File: src/fssb_pkg.sv
`timescale 1ns / 1ps
// ----------------------------------------------------------------------------
// fssb_pkg
// Shared widths, codes and register indexes of the flow sample statistics
// block with burst detection.
// ----------------------------------------------------------------------------
package fssb_pkg;

    localparam int TIME_BITS_DEF = 48;

    localparam int STAMP_W    = 48;
    localparam int LEN_W      = 16;
    localparam int CNT_W      = 32;
    localparam int VAL_W      = 48;
    localparam int IDX_W      = 4;
    localparam int NUM_STATS  = 14;
    localparam int IN_DATA_W  = STAMP_W + LEN_W;
    localparam int CFG_IDX_W  = 3;
    localparam int CFG_DATA_W = 48;

    // item kind
    localparam logic OP_PACKET = 1'b0;
    localparam logic OP_CLOSE  = 1'b1;

    // configuration register indexes
    localparam logic [CFG_IDX_W-1:0] REG_BURST_THRESHOLD = 3'd0;
    localparam logic [CFG_IDX_W-1:0] REG_SHORT_GAP       = 3'd1;
    localparam logic [CFG_IDX_W-1:0] REG_LONG_GAP        = 3'd2;
    localparam logic [CFG_IDX_W-1:0] REG_ENABLE_BYTES    = 3'd3;
    localparam logic [CFG_IDX_W-1:0] REG_ENABLE_GAPS     = 3'd4;
    localparam logic [CFG_IDX_W-1:0] REG_ENABLE_BURSTS   = 3'd5;

    // statistic indexes in readout order
    localparam logic [IDX_W-1:0] STAT_PACKETS   = 4'd0;
    localparam logic [IDX_W-1:0] STAT_BYTE_SUM  = 4'd1;
    localparam logic [IDX_W-1:0] STAT_BYTE_MIN  = 4'd2;
    localparam logic [IDX_W-1:0] STAT_BYTE_MAX  = 4'd3;
    localparam logic [IDX_W-1:0] STAT_GAP_SUM   = 4'd4;
    localparam logic [IDX_W-1:0] STAT_GAP_MIN   = 4'd5;
    localparam logic [IDX_W-1:0] STAT_GAP_MAX   = 4'd6;
    localparam logic [IDX_W-1:0] STAT_BURSTS    = 4'd7;
    localparam logic [IDX_W-1:0] STAT_SIZE_SUM  = 4'd8;
    localparam logic [IDX_W-1:0] STAT_SIZE_MIN  = 4'd9;
    localparam logic [IDX_W-1:0] STAT_SIZE_MAX  = 4'd10;
    localparam logic [IDX_W-1:0] STAT_TIME_SUM  = 4'd11;
    localparam logic [IDX_W-1:0] STAT_TIME_MIN  = 4'd12;
    localparam logic [IDX_W-1:0] STAT_TIME_MAX  = 4'd13;

    typedef logic [VAL_W-1:0] t_val;

endpackage

File: src/flow_sample_stats_burst_top.sv
`timescale 1ns / 1ps
// ----------------------------------------------------------------------------
// flow_sample_stats_burst_top
// Per-window flow statistics: packet count, byte and inter-arrival gap
// sum/min/max, and burst count, size and duration with a burst detector.
// A close beat reads out the fourteen statistics and clears them.
// ----------------------------------------------------------------------------
// path: an item is taken into the input register and updates the statistics
//   from it; a close waits in it for a free readout, then loads the shift line
// throughput: one item per cycle unless a close waits; a close holds the readout
//   shift line for fourteen beats, a later close waits till its last beat leaves
// reset: synchronous, active low; clears all statistics and burst state and
//   loads the configuration registers with their reset values
module flow_sample_stats_burst_top #(
    parameter int TIME_BITS = fssb_pkg::TIME_BITS_DEF
) (
    input  logic                                i_clk,
    input  logic                                i_rst_n,
    // configuration write channel
    input  logic                                i_cfg_valid,
    output logic                                o_cfg_ready,
    input  logic [fssb_pkg::CFG_IDX_W-1:0]      i_cfg_index,
    input  logic [fssb_pkg::CFG_DATA_W-1:0]     i_cfg_data,
    // item stream
    input  logic                                s_axis_tvalid,
    output logic                                s_axis_tready,
    input  logic [fssb_pkg::IN_DATA_W-1:0]      s_axis_tdata,  // stamp[47:0], length[63:48]
    input  logic                                s_axis_tuser,  // op[0]
    // statistics stream
    output logic                                m_axis_tvalid,
    input  logic                                m_axis_tready,
    output logic [fssb_pkg::VAL_W-1:0]          m_axis_tdata,  // stat_value[47:0]
    output logic [fssb_pkg::IDX_W-1:0]          m_axis_tuser,  // stat_index[3:0]
    output logic                                m_axis_tlast
);

    localparam int TW = TIME_BITS;

    // configuration
    logic [fssb_pkg::CNT_W-1:0] r_burst_threshold;
    logic [TW-1:0]              r_short_gap;
    logic [TW-1:0]              r_long_gap;
    logic                       r_en_bytes;
    logic                       r_en_gaps;
    logic                       r_en_bursts;

    // input register
    logic                           r_in_valid;
    logic                           r_in_op;
    logic [fssb_pkg::STAMP_W-1:0]   r_in_stamp;
    logic [fssb_pkg::LEN_W-1:0]     r_in_len;

    // statistics state
    logic [fssb_pkg::CNT_W-1:0] r_pkt_count,  n_pkt_count;
    logic [fssb_pkg::CNT_W-1:0] r_byte_sum,   n_byte_sum;
    logic [fssb_pkg::LEN_W-1:0] r_byte_min,   n_byte_min;
    logic [fssb_pkg::LEN_W-1:0] r_byte_max,   n_byte_max;
    logic [TW-1:0]              r_last_arr,   n_last_arr;
    logic [TW-1:0]              r_gap_sum,    n_gap_sum;
    logic [TW-1:0]              r_gap_min,    n_gap_min;
    logic [TW-1:0]              r_gap_max,    n_gap_max;
    logic [fssb_pkg::CNT_W-1:0] r_bst_count,  n_bst_count;
    logic [fssb_pkg::CNT_W-1:0] r_size_sum,   n_size_sum;
    logic [fssb_pkg::CNT_W-1:0] r_size_min,   n_size_min;
    logic [fssb_pkg::CNT_W-1:0] r_size_max,   n_size_max;
    logic [TW-1:0]              r_time_sum,   n_time_sum;
    logic [TW-1:0]              r_time_min,   n_time_min;
    logic [TW-1:0]              r_time_max,   n_time_max;
    logic [TW-1:0]              r_open_start, n_open_start;
    logic [TW-1:0]              r_open_latest, n_open_latest;
    logic [fssb_pkg::CNT_W-1:0] r_open_size,  n_open_size;
    logic                       r_open_active, n_open_active;

    // burst close result
    logic [fssb_pkg::CNT_W-1:0] e_bst_count;
    logic [fssb_pkg::CNT_W-1:0] e_size_sum;
    logic [fssb_pkg::CNT_W-1:0] e_size_min;
    logic [fssb_pkg::CNT_W-1:0] e_size_max;
    logic [TW-1:0]              e_time_sum;
    logic [TW-1:0]              e_time_min;
    logic [TW-1:0]              e_time_max;

    // readout
    logic                           r_rd_busy;
    logic [fssb_pkg::IDX_W-1:0]     r_rd_cnt;
    fssb_pkg::t_val                 r_snap [fssb_pkg::NUM_STATS];
    fssb_pkg::t_val                 w_vals [fssb_pkg::NUM_STATS];

    logic w_fire;
    logic w_close;
    logic w_snap_free;
    logic w_beat_out;

    assign o_cfg_ready = 1'b1;

    always_ff @(posedge i_clk) begin
        if (!i_rst_n) begin
            r_burst_threshold <= '0;
            r_short_gap       <= '0;
            r_long_gap        <= '0;
            r_en_bytes        <= 1'b1;
            r_en_gaps         <= 1'b1;
            r_en_bursts       <= 1'b0;
        end else if (i_cfg_valid) begin
            case (i_cfg_index)
                fssb_pkg::REG_BURST_THRESHOLD: begin
                    r_burst_threshold <= i_cfg_data[fssb_pkg::CNT_W-1:0];
                end
                fssb_pkg::REG_SHORT_GAP:     r_short_gap <= TW'(i_cfg_data);
                fssb_pkg::REG_LONG_GAP:      r_long_gap  <= TW'(i_cfg_data);
                fssb_pkg::REG_ENABLE_BYTES:  r_en_bytes  <= i_cfg_data[0];
                fssb_pkg::REG_ENABLE_GAPS:   r_en_gaps   <= i_cfg_data[0];
                fssb_pkg::REG_ENABLE_BURSTS: r_en_bursts <= i_cfg_data[0];
                default: ;
            endcase
        end
    end

    // handshake of the update stage
    assign w_beat_out  = r_rd_busy && m_axis_tready;
    assign w_snap_free = !r_rd_busy
                         || (m_axis_tready && r_rd_cnt == fssb_pkg::STAT_TIME_MAX);
    assign w_fire      = r_in_valid && (r_in_op == fssb_pkg::OP_PACKET || w_snap_free);
    assign w_close     = w_fire && r_in_op == fssb_pkg::OP_CLOSE;
    assign s_axis_tready = !r_in_valid || w_fire;

    always_ff @(posedge i_clk) begin
        if (!i_rst_n) begin
            r_in_valid <= 1'b0;
        end else if (s_axis_tready) begin
            r_in_valid <= s_axis_tvalid;
        end
    end

    always_ff @(posedge i_clk) begin
        if (s_axis_tready && s_axis_tvalid) begin
            r_in_op    <= s_axis_tuser;
            r_in_stamp <= s_axis_tdata[fssb_pkg::STAMP_W-1:0];
            r_in_len   <= s_axis_tdata[fssb_pkg::IN_DATA_W-1:fssb_pkg::STAMP_W];
        end
    end

    // burst close: folds the open burst into the burst statistics
    always_comb begin
        logic [TW-1:0] dur;
        dur        = r_open_latest - r_open_start;
        e_bst_count = r_bst_count;
        e_size_sum  = r_size_sum;
        e_size_min  = r_size_min;
        e_size_max  = r_size_max;
        e_time_sum  = r_time_sum;
        e_time_min  = r_time_min;
        e_time_max  = r_time_max;
        if (r_open_active) begin
            if (r_bst_count == '0) begin
                e_time_sum = dur;
                e_time_min = dur;
                e_time_max = dur;
                e_size_sum = r_open_size;
                e_size_min = r_open_size;
                e_size_max = r_open_size;
            end else begin
                e_time_sum = r_time_sum + dur;
                if (dur < r_time_min) begin
                    e_time_min = dur;
                end else if (dur > r_time_max) begin
                    e_time_max = dur;
                end
                e_size_sum = r_size_sum + r_open_size;
                if (r_open_size < r_size_min) begin
                    e_size_min = r_open_size;
                end else if (r_open_size > r_size_max) begin
                    e_size_max = r_open_size;
                end
            end
            e_bst_count = r_bst_count + 1'b1;
        end
    end

    // statistics update
    always_comb begin
        logic [TW-1:0]              now;
        logic [TW-1:0]              gap;
        logic [fssb_pkg::CNT_W-1:0] len32;
        logic [fssb_pkg::CNT_W-1:0] grown;
        logic                       first;
        now   = TW'(r_in_stamp);
        gap   = now - r_last_arr;
        len32 = fssb_pkg::CNT_W'(r_in_len);
        grown = r_open_size + len32;
        first = r_pkt_count == '0;

        n_pkt_count   = r_pkt_count;
        n_byte_sum    = r_byte_sum;
        n_byte_min    = r_byte_min;
        n_byte_max    = r_byte_max;
        n_last_arr    = r_last_arr;
        n_gap_sum     = r_gap_sum;
        n_gap_min     = r_gap_min;
        n_gap_max     = r_gap_max;
        n_bst_count   = r_bst_count;
        n_size_sum    = r_size_sum;
        n_size_min    = r_size_min;
        n_size_max    = r_size_max;
        n_time_sum    = r_time_sum;
        n_time_min    = r_time_min;
        n_time_max    = r_time_max;
        n_open_start  = r_open_start;
        n_open_latest = r_open_latest;
        n_open_size   = r_open_size;
        n_open_active = r_open_active;

        if (w_close) begin
            n_pkt_count   = '0;
            n_byte_sum    = '0;
            n_byte_min    = '0;
            n_byte_max    = '0;
            n_last_arr    = '0;
            n_gap_sum     = '0;
            n_gap_min     = '0;
            n_gap_max     = '0;
            n_bst_count   = '0;
            n_size_sum    = '0;
            n_size_min    = '0;
            n_size_max    = '0;
            n_time_sum    = '0;
            n_time_min    = '0;
            n_time_max    = '0;
            n_open_start  = '0;
            n_open_latest = '0;
            n_open_size   = '0;
            n_open_active = 1'b0;
        end else if (w_fire) begin
            if (r_en_bytes) begin
                if (first) begin
                    n_byte_sum = len32;
                    n_byte_min = r_in_len;
                    n_byte_max = r_in_len;
                end else begin
                    n_byte_sum = r_byte_sum + len32;
                    if (r_in_len < r_byte_min) begin
                        n_byte_min = r_in_len;
                    end else if (r_in_len > r_byte_max) begin
                        n_byte_max = r_in_len;
                    end
                end
            end
            if (r_en_gaps) begin
                n_last_arr = now;
                if (!first) begin
                    if (r_gap_sum == '0) begin
                        n_gap_sum = gap;
                        n_gap_min = gap;
                        n_gap_max = gap;
                    end else begin
                        n_gap_sum = r_gap_sum + gap;
                        if (gap < r_gap_min) begin
                            n_gap_min = gap;
                        end else if (gap > r_gap_max) begin
                            n_gap_max = gap;
                        end
                    end
                end
            end
            if (r_en_bursts) begin
                if (r_open_start == '0
                    || (r_open_active && (now - r_open_latest) >= r_long_gap)
                    || (!r_open_active && (now - r_open_start) >= r_short_gap)) begin
                    // close an active burst on the long gap, then open anew
                    if (r_open_start != '0 && r_open_active) begin
                        n_bst_count = e_bst_count;
                        n_size_sum  = e_size_sum;
                        n_size_min  = e_size_min;
                        n_size_max  = e_size_max;
                        n_time_sum  = e_time_sum;
                        n_time_min  = e_time_min;
                        n_time_max  = e_time_max;
                    end
                    n_open_start  = now;
                    n_open_latest = now;
                    n_open_size   = len32;
                    n_open_active = len32 > r_burst_threshold;
                end else begin
                    n_open_size   = grown;
                    n_open_latest = now;
                    if (!r_open_active && grown > r_burst_threshold) begin
                        n_open_active = 1'b1;
                    end
                end
            end
            n_pkt_count = r_pkt_count + 1'b1;
        end
    end

    always_ff @(posedge i_clk) begin
        if (!i_rst_n) begin
            r_pkt_count   <= '0;
            r_byte_sum    <= '0;
            r_byte_min    <= '0;
            r_byte_max    <= '0;
            r_last_arr    <= '0;
            r_gap_sum     <= '0;
            r_gap_min     <= '0;
            r_gap_max     <= '0;
            r_bst_count   <= '0;
            r_size_sum    <= '0;
            r_size_min    <= '0;
            r_size_max    <= '0;
            r_time_sum    <= '0;
            r_time_min    <= '0;
            r_time_max    <= '0;
            r_open_start  <= '0;
            r_open_latest <= '0;
            r_open_size   <= '0;
            r_open_active <= 1'b0;
        end else begin
            r_pkt_count   <= n_pkt_count;
            r_byte_sum    <= n_byte_sum;
            r_byte_min    <= n_byte_min;
            r_byte_max    <= n_byte_max;
            r_last_arr    <= n_last_arr;
            r_gap_sum     <= n_gap_sum;
            r_gap_min     <= n_gap_min;
            r_gap_max     <= n_gap_max;
            r_bst_count   <= n_bst_count;
            r_size_sum    <= n_size_sum;
            r_size_min    <= n_size_min;
            r_size_max    <= n_size_max;
            r_time_sum    <= n_time_sum;
            r_time_min    <= n_time_min;
            r_time_max    <= n_time_max;
            r_open_start  <= n_open_start;
            r_open_latest <= n_open_latest;
            r_open_size   <= n_open_size;
            r_open_active <= n_open_active;
        end
    end

    // readout values, open burst folded in
    always_comb begin
        w_vals[fssb_pkg::STAT_PACKETS]  = fssb_pkg::VAL_W'(r_pkt_count);
        w_vals[fssb_pkg::STAT_BYTE_SUM] = fssb_pkg::VAL_W'(r_byte_sum);
        w_vals[fssb_pkg::STAT_BYTE_MIN] = fssb_pkg::VAL_W'(r_byte_min);
        w_vals[fssb_pkg::STAT_BYTE_MAX] = fssb_pkg::VAL_W'(r_byte_max);
        w_vals[fssb_pkg::STAT_GAP_SUM]  = fssb_pkg::VAL_W'(r_gap_sum);
        w_vals[fssb_pkg::STAT_GAP_MIN]  = fssb_pkg::VAL_W'(r_gap_min);
        w_vals[fssb_pkg::STAT_GAP_MAX]  = fssb_pkg::VAL_W'(r_gap_max);
        w_vals[fssb_pkg::STAT_BURSTS]   = fssb_pkg::VAL_W'(e_bst_count);
        w_vals[fssb_pkg::STAT_SIZE_SUM] = fssb_pkg::VAL_W'(e_size_sum);
        w_vals[fssb_pkg::STAT_SIZE_MIN] = fssb_pkg::VAL_W'(e_size_min);
        w_vals[fssb_pkg::STAT_SIZE_MAX] = fssb_pkg::VAL_W'(e_size_max);
        w_vals[fssb_pkg::STAT_TIME_SUM] = fssb_pkg::VAL_W'(e_time_sum);
        w_vals[fssb_pkg::STAT_TIME_MIN] = fssb_pkg::VAL_W'(e_time_min);
        w_vals[fssb_pkg::STAT_TIME_MAX] = fssb_pkg::VAL_W'(e_time_max);
    end

    always_ff @(posedge i_clk) begin
        if (!i_rst_n) begin
            r_rd_busy <= 1'b0;
            r_rd_cnt  <= '0;
        end else if (w_close) begin
            r_rd_busy <= 1'b1;
            r_rd_cnt  <= '0;
        end else if (w_beat_out) begin
            if (r_rd_cnt == fssb_pkg::STAT_TIME_MAX) begin
                r_rd_busy <= 1'b0;
                r_rd_cnt  <= '0;
            end else begin
                r_rd_cnt <= r_rd_cnt + 1'b1;
            end
        end
    end

    // snapshot shift line, head is the current beat
    always_ff @(posedge i_clk) begin
        if (w_close) begin
            for (int k = 0; k < fssb_pkg::NUM_STATS; k++) begin
                r_snap[k] <= w_vals[k];
            end
        end else if (w_beat_out) begin
            for (int k = 0; k < fssb_pkg::NUM_STATS - 1; k++) begin
                r_snap[k] <= r_snap[k+1];
            end
        end
    end

    assign m_axis_tvalid = r_rd_busy;
    assign m_axis_tdata  = r_snap[0];
    assign m_axis_tuser  = r_rd_cnt;
    assign m_axis_tlast  = r_rd_cnt == fssb_pkg::STAT_TIME_MAX;

`ifndef SYNTHESIS
    a_idle_cnt_zero: assert property (@(posedge i_clk) disable iff (!i_rst_n)
        !r_rd_busy |-> r_rd_cnt == '0)
        else $error("readout counter moved while idle");

    a_close_starts_readout: assert property (@(posedge i_clk) disable iff (!i_rst_n)
        w_close |=> r_rd_busy && r_rd_cnt == '0)
        else $error("close did not start a readout");

    a_close_clears: assert property (@(posedge i_clk) disable iff (!i_rst_n)
        w_close |=> r_pkt_count == '0 && r_open_start == '0 && !r_open_active
                    && r_bst_count == '0)
        else $error("statistics not cleared after close");

    a_stall_reason: assert property (@(posedge i_clk) disable iff (!i_rst_n)
        !s_axis_tready |-> r_in_valid && r_in_op == fssb_pkg::OP_CLOSE && r_rd_busy)
        else $error("input stalled without a pending close");
`endif

endmodule
File: config.mk
export PLATFORM = sky130hd
export DESIGN_NAME = flow_sample_stats_burst_top
export DESIGN_NICKNAME = d
export VERILOG_FILES = /design/src/fssb_pkg.sv /design/src/flow_sample_stats_burst_top.sv
export SDC_FILE = /design/constraint.sdc
export NUM_CORES = 2
export LEC_CHECK = 0
export BUFFER_PORTS_ARGS = -buffer_cell sky130_fd_sc_hd__buf_2
export CAP_MARGIN = 20
export CORE_UTILIZATION = 30
export DETAILED_ROUTE_END_ITERATION = 6
export GPL_ROUTABILITY_DRIVEN = 1
export SYNTH_ARGS = -nofsm -noshare
export SYNTH_HDL_FRONTEND = slang
export SYNTH_SLANG_ARGS = --single-unit
File: constraint.sdc
create_clock -name i_clk -period 18.94 [get_ports i_clk]
set_input_delay 2.841 -clock i_clk [delete_from_list [all_inputs] [get_ports i_clk]]
set_output_delay 2.841 -clock i_clk [all_outputs]
set_load 0.02 [all_outputs]
==> results.txt <==
----------------------------------------------------
[GRT]
  Global-route wire length before repair ... 429,000 um
  Via count of the first global-routing pass ... 70,200
  Remaining global-route overflow ... 0
  Maximum number of pins on one net before global-route repair ... 213
  Number of antenna violations at the first check in global routing ... 19
  GRT Util Overall ... 17.7%

[Floorplanning]
  Chip width ... 558 um
  DIE AREA ... 311,000 um2
  Die boundary height ... 558 um
  Row count ... 203
  Ports ... 177
  Standard cell core area ... 307,000 um2
  Initial Util ... 30.2%

[Status]
  Outcome ... finished clean

[Critical path]
  Largest fanout on the critical path ... 48
  Cell count of the worst reg-to-reg path ... 31
  Crit path top cell by count ... sky130_fd_sc_hd__a21oi_1
  WP data required ... 19,660 ps
  Reg-to-reg endpoint ... r_open_start[26]
  Worst path slowest cell ... sky130_fd_sc_hd__nor4_1
  Startpoint Class ... flop
  Arr. time, crit path ... 9240 ps
  CP Capture Type ... flop
  FF-to-FF Start ... r_in_stamp[0]
  Number of buffers and inverters on the critical path ... 4
  Delay of the slowest critical-path stage ... 680 ps
  WS Path Type ... reg2reg
  Reg2reg setup slack ... 10,430 ps
  Kind of cell adding the most delay to the critical path ... compound AO/OA/AOI/OAI gates

[Yosys]
  Share of async-settable or async-resettable flops after synthesis ... 0%
  Yosys reg bits ... 1,563
  Cell type with the largest total area after synthesis ... sky130_fd_sc_hd__edfxtp_1
  Synthesized cell area ... 92,700 um2
  Part of the Yosys area used for sequential elements ... 41.7%
  Synth warnings ... 0
  Top cells by area, synth ... sky130_fd_sc_hd__edfxtp_1 (24%), sky130_fd_sc_hd__dfxtp_1 (18%), sky130_fd_sc_hd__ha_1 (10%)
  Top_reg_cell synth ... sky130_fd_sc_hd__dfxtp_1
  Count of mapped cells out of synthesis ... 10,600
  Area share of the leading cell type in the synthesized netlist ... 23.9%
  Mean instance size in the synthesized netlist ... 8.73 um2
  Cell variety after synth ... 104
  Net count after synthesis ... 11,500
  Count of flip-flops with a built-in enable after synthesis ... 737

[Timing]
  Final Cycle Share ... 44.9%
  Measured slew at the worst slew-check pin ... 1100 ps
  Fmax ... 0.117 GHz
  Total negative slack ... 0 ps
  Count of pins over their slew limit ... 0
  Number of hold violations in the final report ... 0
  Min Clock Period, post-route ... 8510 ps
  Number of failing setup endpoints in the final timing report ... 0
  Setup Skew ... 72.8 ps
  RSZ-0062 raised after global routing ... no
  Worst slew margin relative to its limit ... 26.5%

[Drt]
  DR vias/cell ... 5.05
  Wire length per cell after detailed routing ... 19.0 um
  Count of unresolved DRC violations after routing ... 0
  Antenna-violating nets left ... 0
  Final wirelength ... 282,000 um
  Vias ... 74,800
  Drt first pass iters ... 6
  First DRT Iteration DRCs ... 6,205

[Pwr]
  Power density cells ... 81.9 nW/um2
  Static power due to leakage ... 0.0400 uW
  Power Total ... 8490 uW
  Peak VDD IR ... 0.0655 mV

[Clock network]
  Sinks on Clock Net ... 1,563
  Clock buffer count from CTS ... 171
  Post-cts sizing count ... 0
  Post-CTS Setup Inserts ... 0
  CTS tree ... built
  Clock network latency to the later pin of the worst-skew pair ... 850 ps
  CTS H-tree lvls ... 4
  Maximum buffer depth of the clock tree ... 4
  Clock transition at the registers of the reported paths ... 60 ps
  Hold_buf cts ... 0
  CTS Root Buffer Type ... sky130_fd_sc_hd__clkbuf_16

[Layout]
  Layout cells sized above 1 ... 7.35%
  Area growth from synthesis to layout ... 11.9%
  Final instance count without filler cells ... 14,800
  Most frequent cells in the layout ... sky130_fd_sc_hd__nand2_1 (1,770), sky130_fd_sc_hd__a21oi_1 (903), sky130_fd_sc_hd__dfxtp_1 (825)
  Final instance area ... 104,000 um2
  NumNets Final ... 11,500
  Most common cell after layout, fill and taps aside ... sky130_fd_sc_hd__nand2_1

[Hold path]
  End point of the most critical hold path ... r_time_min[36]
  Class of the most critical hold timing path ... reg2reg
  Worst Hold Launch ... r_time_min[36]
  Hold path cells ... 2

[Placed design]
  IO buf count ... 175
  Cell total after placement ... 14,500
  Half-perimeter wire length after placement ... 205,000 um
  Routability Congestion ... 0.927
  Area after detailed placement ... 98,100 um2

[Flow run]
  Max-cap violation count ... 0

----------------------------------------------------
power breakdown:
group	internal, uW	switching (uW)
Clock	1910	1460
Combinational	505	908
Sequential	3640	62.4
Total	6050	2430
final cells by class:
class	count	area (um2)
fill	31700	203000
multi-input combinational	7823	49300
sequential	1563	38700
tap	4100	5130
clock buffer	222	4730
timing repair buffer	387	2560
inverter	652	2450
clock inverter	84	779
antenna	1	2.50
worst max path at each step:
stage                             start          endpoint  cells past startpoint  slack (ps)
after detailed placement  m_axis_tready     r_snap[0][31]                     10       10400
after global routing      r_in_stamp[0]     r_size_max[6]                     32        9970
after global placement    m_axis_tready     r_snap[0][17]                     10       10470
after CTS                 r_in_stamp[0]    r_size_max[29]                     32       10580
after floorplan           m_axis_tready      r_snap[0][0]                      7         130
final                     r_in_stamp[0]  r_open_start[26]                     31       10430
logic make-up after synthesis:
| logic type | count (synthesis) | share of synthesized area (%) |
|---|---|---|
| AOI/OAI and AO/OA | 2592 | 17.2 |
| xor gates and xnor gates | 395 | 3.73 |
| adders and majority gates | 786 | 10.7 |
| buffers and inverters | 1223 | 5.26 |
| DFF | 1563 | 41.7 |
| muxes | 322 | 3.54 |
| other | 1 | 0.00405 |
| and+or+nand+nor | 3727 | 17.9 |
state kept, by name, indices dropped and copies added (netlist names), 48 cells and up:
| register | cells |
|---|---|
| r_gap_max | 48 |
| r_gap_min | 48 |
| r_gap_sum | 48 |
| r_in_stamp | 48 |
| r_last_arr | 48 |
| r_long_gap | 48 |
| r_open_latest | 48 |
| r_open_start | 48 |
| r_short_gap | 48 |
| r_snap | 672 |
| r_time_max | 48 |
| r_time_min | 48 |
| r_time_sum | 48 |
synthesized netlist by cell type (45+ instances only):
library cell and number:
sky130_fd_sc_hd__and3_1 84, sky130_fd_sc_hd__a21oi_1 903, sky130_fd_sc_hd__xor2_1 186, sky130_fd_sc_hd__xnor2_1 209, sky130_fd_sc_hd__buf_4 58, sky130_fd_sc_hd__o21ai_1 64, sky130_fd_sc_hd__nand3_1 129, sky130_fd_sc_hd__a21boi_0 146
sky130_fd_sc_hd__ha_1 777, sky130_fd_sc_hd__mux2i_1 276, sky130_fd_sc_hd__nor3_1 215, sky130_fd_sc_hd__nand2_1 1776, sky130_fd_sc_hd__nor2_1 811, sky130_fd_sc_hd__clkbuf_1 435, sky130_fd_sc_hd__edfxtp_1 737, sky130_fd_sc_hd__nor2b_1 78
sky130_fd_sc_hd__nand2b_1 75, sky130_fd_sc_hd__o21a_1 55, sky130_fd_sc_hd__o21ai_0 572, sky130_fd_sc_hd__a21o_1 341, sky130_fd_sc_hd__a31oi_1 62, sky130_fd_sc_hd__nand4_1 151, sky130_fd_sc_hd__a211oi_1 141, sky130_fd_sc_hd__o21bai_1 56
sky130_fd_sc_hd__and2_1 195, sky130_fd_sc_hd__o211ai_1 45, sky130_fd_sc_hd__inv_1 651, sky130_fd_sc_hd__or3_1 58, sky130_fd_sc_hd__nor4_1 67, sky130_fd_sc_hd__dfxtp_1 826
routing by layer:
layer | GRT usage (%) | routed length (um) | vias up
met5 | 0 | 13 | -
met4 | 5.99 | 9980 | 2
met3 | 2.67 | 17200 | 402
met2 | 28.4 | 126000 | 1967
met1 | 24.1 | 129000 | 35400
li1 | - | - | 37100
tightest hold or removal path, stage by stage (launching register included):
cell and delay [ps]:
sky130_fd_sc_hd__dfxtp_1 310, sky130_fd_sc_hd__nand2_1 50, sky130_fd_sc_hd__a21oi_1 50
per-stage QoR:
stage | hold WS (ps) | utilization (%) | setup slack (ps)
floorplan | 435 | - | 129
global placement | 442 | 32.0 | 10470
detailed placement | 447 | 32.0 | 10400
CTS | 455 | 33.8 | 10580
global route | 465 | 33.8 | 9970
finish | 452 | 33.8 | 10430
Note: power is estimated with default switching activity, not from simulation.
